===== config.mk =====
export PLATFORM = sky130hd
export DESIGN_NAME = mtrr_range_decomposer_unit
export DESIGN_NICKNAME = d
export VERILOG_FILES = /design/src/rtl/rdu_pkg.sv /design/src/rtl/rdu_msb_unit.sv /design/src/rtl/mtrr_range_decomposer_unit.sv
export SDC_FILE = /design/constraint.sdc
export NUM_CORES = 1
export LEC_CHECK = 0
export BUFFER_PORTS_ARGS = -buffer_cell sky130_fd_sc_hd__buf_2
export CORE_UTILIZATION = 55
export DETAILED_ROUTE_END_ITERATION = 8
export HOLD_SLACK_MARGIN = 0.12
export PLACE_DENSITY_LB_ADDON = 0.2
export SYNTH_ARGS = -nofsm -noshare
export SYNTH_HDL_FRONTEND = slang
export SYNTH_SLANG_ARGS = --single-unit

===== constraint.sdc =====
create_clock -name i_clk -period 8.6 [get_ports i_clk]
set_input_delay 1.72 -clock i_clk [delete_from_list [all_inputs] [get_ports i_clk]]
set_output_delay 1.72 -clock i_clk [all_outputs]
set_load 0.01 [all_outputs]

===== src/rtl/rdu_pkg.sv =====
// types, constants and helper functions for the range decomposer
package rdu_pkg;

    localparam int VAR_RANGE_COUNT_DEF = 8;

    localparam int ADDR_W  = 33;
    localparam int LOW_W   = 32;
    localparam int OUT_W   = 52;
    localparam int IDX_W   = 6;
    localparam int BITS_W  = 6;
    localparam int CFG_IDX_W = 2;
    localparam int CFG_DATA_W = 33;

    localparam logic [CFG_IDX_W-1:0] CFG_FLASH_BASE = 2'd0;
    localparam logic [CFG_IDX_W-1:0] CFG_FLASH_SIZE = 2'd1;
    localparam logic [CFG_IDX_W-1:0] CFG_PHYS_BITS  = 2'd2;

    localparam logic [31:0]       FLASH_BASE_RST = 32'hFF00_0000;
    localparam logic [32:0]       FLASH_SIZE_RST = 33'h0_0100_0000;
    localparam logic [BITS_W-1:0] PHYS_BITS_RST  = 6'd48;
    localparam logic [BITS_W-1:0] PHYS_BITS_MIN  = 6'd36;
    localparam logic [BITS_W-1:0] PHYS_BITS_MAX  = 6'd52;

    localparam logic [LOW_W-1:0] ROUND_HI_MASK = 32'h0FFF_FFFF;
    localparam logic [LOW_W-1:0] ROUND_LO_MASK = 32'h03FF_FFFF;

    localparam logic [7:0] TYPE_UC = 8'd0;
    localparam logic [7:0] TYPE_WP = 8'd5;
    localparam logic [7:0] TYPE_WB = 8'd6;

    localparam logic [OUT_W-1:0] RANGE_ENABLE = 52'h800;
    localparam logic [OUT_W-1:0] PAGE_MASK    = 52'hFFF;

    typedef enum logic [2:0] {
        ST_IDLE,
        ST_ROUND,
        ST_FLASH,
        ST_WB,
        ST_UC
    } t_state;

    function automatic logic [OUT_W-1:0] range_mask_of(
        input logic [ADDR_W-1:0] size,
        input logic [OUT_W-1:0]  valid
    );
        logic [OUT_W-1:0] inv;
        inv = ~({{(OUT_W-ADDR_W){1'b0}}, size} - {{(OUT_W-1){1'b0}}, 1'b1});
        return (inv & valid) | RANGE_ENABLE;
    endfunction

    function automatic logic [OUT_W-1:0] range_base_of(
        input logic [ADDR_W-1:0] addr,
        input logic [OUT_W-1:0]  addr_valid,
        input logic [7:0]        mem_type
    );
        return ({{(OUT_W-ADDR_W){1'b0}}, addr} & addr_valid)
            | {{(OUT_W-8){1'b0}}, mem_type};
    endfunction

endpackage


===== src/rtl/rdu_msb_unit.sv =====
// shared highest-set-bit isolator used for the write-back and uncacheable range steps
module rdu_msb_unit
    import rdu_pkg::*;
(
    input  logic [ADDR_W-1:0] i_value,
    output logic [ADDR_W-1:0] o_msb
);

    logic [ADDR_W-1:0] rev;
    logic [ADDR_W-1:0] iso;

    always_comb begin
        for (int i = 0; i < ADDR_W; i++) begin
            rev[i] = i_value[ADDR_W-1-i];
        end
    end

    // lowest set bit of the reversed word
    assign iso = rev & (~rev + {{(ADDR_W-1){1'b0}}, 1'b1});

    always_comb begin
        for (int i = 0; i < ADDR_W; i++) begin
            o_msb[i] = iso[ADDR_W-1-i];
        end
    end

endmodule


===== src/rtl/mtrr_range_decomposer_unit.sv =====
// top level: sequencer and datapath of the variable-range decomposer
// an input passes ST_ROUND and ST_FLASH before its first entry is in the output register,
// then one entry a cycle while the output is not stalled; at most 33 entries per input
// the rate is set by the single shared highest-bit unit, used once per write-back or uncacheable entry
// input is not taken until the previous input's last entry is in the output register
// reset (synchronous, active low) clears the sequencer and restores register defaults
module mtrr_range_decomposer_unit
    import rdu_pkg::*;
#(
    parameter int VAR_RANGE_COUNT = VAR_RANGE_COUNT_DEF
) (
    input  logic                  i_clk,
    input  logic                  i_rst_n,
    input  logic                  i_cfg_we,
    input  logic [CFG_IDX_W-1:0]  i_cfg_idx,
    input  logic [CFG_DATA_W-1:0] i_cfg_wdata,
    input  logic                  i_in_valid,
    output logic                  o_in_ready,
    input  logic [LOW_W-1:0]      i_low_length,
    input  logic                  i_high_present,
    output logic                  o_out_valid,
    input  logic                  i_out_ready,
    output logic [IDX_W-1:0]      o_entry_index,
    output logic [OUT_W-1:0]      o_range_base,
    output logic [OUT_W-1:0]      o_range_mask,
    output logic                  o_beyond_limit,
    output logic                  o_last_entry
);

    t_state r_state, n_state;

    logic [31:0]       r_flash_base;
    logic [32:0]       r_flash_size;
    logic [BITS_W-1:0] r_phys_bits;

    logic [LOW_W-1:0]  r_low;
    logic              r_high;
    logic [ADDR_W-1:0] r_top, r_rem, r_off, r_cur, r_diff;
    logic [IDX_W-1:0]  r_k;

    logic              r_out_valid;
    logic [IDX_W-1:0]  r_idx;
    logic [OUT_W-1:0]  r_base, r_mask;
    logic              r_beyond, r_last;

    logic [BITS_W-1:0] bits_sat;
    logic [OUT_W-1:0]  valid_bits, addr_valid;
    logic [ADDR_W-1:0] n_top;
    logic [ADDR_W-1:0] msb_in, part, uc_base;
    logic              slot_free, emit, wb_done, uc_done, in_accept;
    logic [OUT_W-1:0]  e_base, e_mask;
    logic              e_last;

    // address width limits and valid bit masks
    always_comb begin
        if (r_phys_bits < PHYS_BITS_MIN) begin
            bits_sat = PHYS_BITS_MIN;
        end else if (r_phys_bits > PHYS_BITS_MAX) begin
            bits_sat = PHYS_BITS_MAX;
        end else begin
            bits_sat = r_phys_bits;
        end
        for (int i = 0; i < OUT_W; i++) begin
            valid_bits[i] = (BITS_W'(i) < bits_sat);
        end
    end

    assign addr_valid = valid_bits & ~PAGE_MASK;

    // rounding of the low length
    always_comb begin
        n_top = {1'b0, r_low};
        if (r_high) begin
            if ((r_low & ROUND_HI_MASK) != '0) begin
                n_top = {1'b0, r_low | ROUND_HI_MASK} + 33'd1;
            end
        end else begin
            if ((r_low & ROUND_LO_MASK) != '0) begin
                n_top = {1'b0, r_low | ROUND_LO_MASK} + 33'd1;
            end
        end
    end

    assign msb_in = (r_state == ST_UC) ? r_diff : r_rem;

    rdu_msb_unit u_msb (
        .i_value (msb_in),
        .o_msb   (part)
    );

    assign wb_done = (r_rem == part);
    assign uc_done = (r_diff == part);
    assign uc_base = r_cur - part;

    assign slot_free = !r_out_valid || i_out_ready;
    assign in_accept = i_in_valid && o_in_ready;

    // control outputs and entry fields
    always_comb begin
        o_in_ready = 1'b0;
        emit       = 1'b0;
        e_base     = '0;
        e_mask     = '0;
        e_last     = 1'b0;
        unique case (r_state)
            ST_IDLE: begin
                o_in_ready = 1'b1;
            end
            ST_ROUND: begin
            end
            ST_FLASH: begin
                emit   = slot_free;
                e_base = range_base_of({1'b0, r_flash_base}, addr_valid, TYPE_WP);
                e_mask = range_mask_of(r_flash_size, valid_bits);
                e_last = (r_top == '0);
            end
            ST_WB: begin
                emit   = slot_free;
                e_base = range_base_of(r_off, addr_valid, TYPE_WB);
                e_mask = range_mask_of(part, valid_bits);
                e_last = wb_done && (r_diff == '0);
            end
            ST_UC: begin
                emit   = slot_free;
                e_base = range_base_of(uc_base, addr_valid, TYPE_UC);
                e_mask = range_mask_of(part, valid_bits);
                e_last = uc_done;
            end
            default: begin
            end
        endcase
    end

    // next state
    always_comb begin
        n_state = r_state;
        unique case (r_state)
            ST_IDLE: begin
                if (i_in_valid) begin
                    n_state = ST_ROUND;
                end
            end
            ST_ROUND: begin
                n_state = ST_FLASH;
            end
            ST_FLASH: begin
                if (emit) begin
                    n_state = (r_top == '0) ? ST_IDLE : ST_WB;
                end
            end
            ST_WB: begin
                if (emit && wb_done) begin
                    n_state = (r_diff != '0) ? ST_UC : ST_IDLE;
                end
            end
            ST_UC: begin
                if (emit && uc_done) begin
                    n_state = ST_IDLE;
                end
            end
            default: begin
                n_state = ST_IDLE;
            end
        endcase
    end

    always_ff @(posedge i_clk) begin
        if (!i_rst_n) begin
            r_state      <= ST_IDLE;
            r_flash_base <= FLASH_BASE_RST;
            r_flash_size <= FLASH_SIZE_RST;
            r_phys_bits  <= PHYS_BITS_RST;
            r_out_valid  <= 1'b0;
        end else begin
            r_state <= n_state;
            if (i_cfg_we) begin
                unique case (i_cfg_idx)
                    CFG_FLASH_BASE: r_flash_base <= i_cfg_wdata[31:0];
                    CFG_FLASH_SIZE: r_flash_size <= i_cfg_wdata[32:0];
                    CFG_PHYS_BITS:  r_phys_bits  <= i_cfg_wdata[BITS_W-1:0];
                    default: begin
                    end
                endcase
            end
            if (emit) begin
                r_out_valid <= 1'b1;
            end else if (i_out_ready) begin
                r_out_valid <= 1'b0;
            end
        end
    end

    // datapath registers
    always_ff @(posedge i_clk) begin
        if (in_accept) begin
            r_low  <= i_low_length;
            r_high <= i_high_present;
            r_k    <= '0;
        end
        if (r_state == ST_ROUND) begin
            r_top <= n_top;
        end
        if (r_state == ST_FLASH) begin
            r_diff <= r_top - {1'b0, r_low};
            r_rem  <= r_top;
            r_cur  <= r_top;
            r_off  <= '0;
        end
        if (emit) begin
            r_k      <= r_k + 6'd1;
            r_idx    <= r_k;
            r_base   <= e_base;
            r_mask   <= e_mask;
            r_beyond <= (r_k >= IDX_W'(VAR_RANGE_COUNT));
            r_last   <= e_last;
        end
        if (emit && (r_state == ST_WB)) begin
            r_off <= r_off | part;
            r_rem <= r_rem ^ part;
        end
        if (emit && (r_state == ST_UC)) begin
            r_cur  <= uc_base;
            r_diff <= r_diff ^ part;
        end
    end

    assign o_out_valid    = r_out_valid;
    assign o_entry_index  = r_idx;
    assign o_range_base   = r_base;
    assign o_range_mask   = r_mask;
    assign o_beyond_limit = r_beyond;
    assign o_last_entry   = r_last;

endmodule


==> flow_summary.rst <==
.. list-table::
   :header-rows: 1

   * - Metric
     - Value
   * - Combinational family with the most area after synthesis
     - simple AND/OR/NAND/NOR gates
   * - Final Cycle Share
     - 75.4%
   * - Syn. warnings
     - 0
   * - Largest fanout on the critical path
     - 28
   * - Share of cell area taken by muxes after synthesis
     - 2.62%
   * - Buffer depth of the longest clock path
     - 3
   * - Maximum VDD drop
     - roughly 220 uV
   * - Total Die Area
     - 0.0380 mm2
   * - Post-CTS Hold Fix Bufs
     - 0
   * - Outcome
     - complete, no violations
   * - Global placer's final weighted congestion
     - 0.964
   * - Horizontal die dimension
     - 195 um
   * - Initial DRC count
     - 1452
   * - Layout area overhead
     - 11.4%
   * - Fraction of registers with async set/reset
     - 0%
   * - ANT cells
     - 0
   * - Total routing resource utilization after global routing
     - 32.1%
   * - Area fraction in and, or, nand and nor cells after synthesis
     - 18.9%
   * - Post-detailed-placement cell area
     - 0.0216 mm2
   * - Unrepaired setup endpoints after global routing
     - false
   * - Power per Cell Area
     - 338 mW/mm2
   * - Number of fill cells
     - 3102
   * - Post-synthesis average cell area
     - 9.55 um2
   * - Count of instances resized after the clock tree is built
     - 0
   * - Post-synth design cell area
     - just over 0.02 mm2
   * - Postcts setup bufs
     - 0
   * - Max_slew headroom
     - 19.2%
   * - Total via count after detailed routing
     - 17088
   * - Clock tree from TritonCTS
     - yes
   * - H-tree level count
     - 2
   * - Highest achievable clock rate
     - 0.154 GHz
   * - Drt drc
     - 0
   * - Clock root buffer master
     - clkbuf_16
   * - Gate count after technology mapping
     - 2142
   * - Most used DFF post-synth
     - edfxtp_1
   * - Post-synth EDFFs
     - 276
   * - Clock Skew
     - 0.0313 ns
   * - Crit path arrival time
     - 6.82 ns
   * - Layout cells sized above 1
     - 13.2%
   * - Number of antenna violations at the first check in global routing
     - 0
   * - Top-level port count
     - 187
   * - Post-route minimum period
     - 6.49 ns
   * - Clock-pin slew on the worst setup and hold paths
     - 0.07 ns
   * - Total non-filler cell area in the finished layout
     - 0.0228 mm2
   * - Largest net degree at the start of global routing
     - 71
   * - Die Ht
     - 195 um
   * - Path category of the worst min-delay check
     - reg -> reg
   * - Most used cells in the layout excluding fill and tap cells
     - nand2_1, edfxtp_1, nor2_1
   * - Sinks on Clock Net
     - 339
   * - Count of buffers inserted at the top-level ports
     - 158
   * - Final Hold Violating Endpoints
     - 0
   * - Wire length of the first global-routing pass
     - 93400 um
   * - Detail Route Antenna Nets
     - 0
   * - WL final
     - 61500 um
   * - Sum of negative setup slack
     - 0 ns
   * - Slew at the pin with the worst max-slew slack
     - ~1.2 ns
   * - GR Overflow Total
     - 0
   * - Share of synthesized cell area in full adder, half adder and majority cells
     - under 10%
   * - Portion of the post-synthesis area used by sequential elements
     - 46.7%
   * - Register bit total from synthesis
     - 339
   * - Kind of end point of the critical path
     - flip-flop
   * - Detailed-route wire length per cell
     - about 22 um
   * - Critical path data required time
     - 8.93 ns
   * - Latest clock arrival within the worst-skew pair
     - roughly 0.57 ns
   * - Via-to-Cell Ratio
     - 6.13
   * - Number of distinct library cells after synthesis
     - 93
   * - Compound-Gate Fraction of Synth Area
     - ~16%
   * - Core Area
     - 0.0366 mm2
   * - DP Wirelength
     - 46000 um
   * - Initial DRT Pass Iterations
     - 7
   * - Total count of max-transition violations in the final report
     - 0
   * - Kind of critical path
     - reg -> reg
   * - Final nets
     - 2442
   * - Most common cell after layout, fill and taps aside
     - nand2_1
   * - Number of rows in the core area
     - 70
   * - Xor-xnor portion of the synthesized cell area
     - 5.86%
   * - Category of the worst setup path launch point
     - flip-flop
   * - Max-capacitance violation count
     - 0
   * - Vias in the first global route
     - 16056
   * - Endpoints failing setup
     - 0
   * - Starting Density
     - roughly 56%
   * - P_leak
     - 8.79 nW
   * - Number of buffers added by the clock tree synthesis step
     - 37
## cell usage after synthesis (all sizes together) (27+ instances only)
master	instances	area share [%]
dfxtp	63	6.2
nor4	50	1.8
o22ai	41	1.3
nand4	27	0.83
edfxtp	276	41
nor2	165	3.0
nor3	45	1.1
xnor2	82	3.5
ha	75	4.6
nand2	288	5.3
buf	54	1.8
xor2	54	2.3
inv	99	1.8
a21oi	148	3.6
mux2i	39	1.9
nand3	49	1.2
o21ai	141	3.5
clkbuf	74	1.4
## cell type report
type                    instances  area, um2  area share (%)
multi-input cells            1628      10100            44.4
flip-flops and latches        339       9550            41.9
clock buffers                  52       1030            4.53
repair buffers                186       1010            4.45
well taps                     468        586            2.57
inverters                     100        377            1.65
clock inverters                13        118           0.516
## worst paths after layout
kind | start | end | slack, ns | depth (start not counted)
min reg2reg | r_flash_base[13] | r_flash_base[13] | 0.47 | 2
min | r_flash_base[13] | r_flash_base[13] | 0.47 | 2
max | r_state[2] | r_cur[31] | 2.11 | 18
max reg2reg | r_state[2] | r_cur[31] | 2.11 | 18
## flip-flops by register name, indices dropped and copies added, names as in the netlist, 6 cells and up
signal,cells
o_range_mask,52
r_cur,33
r_diff,33
r_flash_size,33
r_rem,33
r_top,33
r_low,32
o_range_base,24
r_off,21
r_flash_base,20
o_entry_index,6
r_k,6
r_phys_bits,6
## worst max-delay path: stages (launching register included)
cell,delay (ns)
dfxtp_1,0.47
or3b_2,0.76
buf_4,0.36
mux2_2,0.29
nand4_1,0.32
nor4_1,0.94
inv_1,0.17
ha_1,0.31
nor2b_1,0.13
o21ai_0,0.25
a21oi_1,0.14
o41ai_1,0.28
buf_4,0.20
a21oi_1,0.12
o21ai_0,0.50
a31oi_1,0.20
a41o_1,0.35
mux2i_1,0.15
a211o_1,0.26
## cells by family (layout without fill, tap and decap cells)
family          count (synthesis)  count (layout)
fa+ha+maj                      77              77
xor+xnor                      136             136
simple gates                  784             784
other cells                     1              54
compound gates                525             525
mux                            52              52
flops                         339             339
buf+inv                       228             351
## layer usage
layer	vias to the layer above	routed length (um)	global-route usage (%)	part of all wire [%]
li1	8064	-	-	-
met1	8190	27300	45.2	44
met2	739	27900	51.0	45
met3	95	4590	4.16	7.5
met4	0	1780	11.0	2.9
met5	-	0	0	0
## where the power goes
| part | leakage (nW) | internal (mW) | switching (mW) | total [mW] |
|---|---|---|---|---|
| sequential | 3.11 | 2.60 | 0.525 | 3.12 |
| combinational | 5.12 | 1.12 | 1.93 | 3.04 |
| clock | 0.558 | 0.874 | 0.665 | 1.54 |
| total | 8.79 | 4.59 | 3.12 | 7.71 |
## stage by stage
step	hold slack (ns)	cells	power [mW]	util (%)	worst slack, ns
6_report	0.468	2786	7.71	62.2	2.11
5_1_grt	0.483	2786	8.13	62.2	1.85
4_1_cts	0.467	2786	7.68	62.2	2.17
3_5_place_dp	0.453	2721	6.12	59.1	2.20
3_3_place_gp	0.447	2721	6.06	59.1	2.35
2_1_floorplan	0.434	2195	5.12	-	3.55
Note: power is estimated with default switching activity, not from simulation.
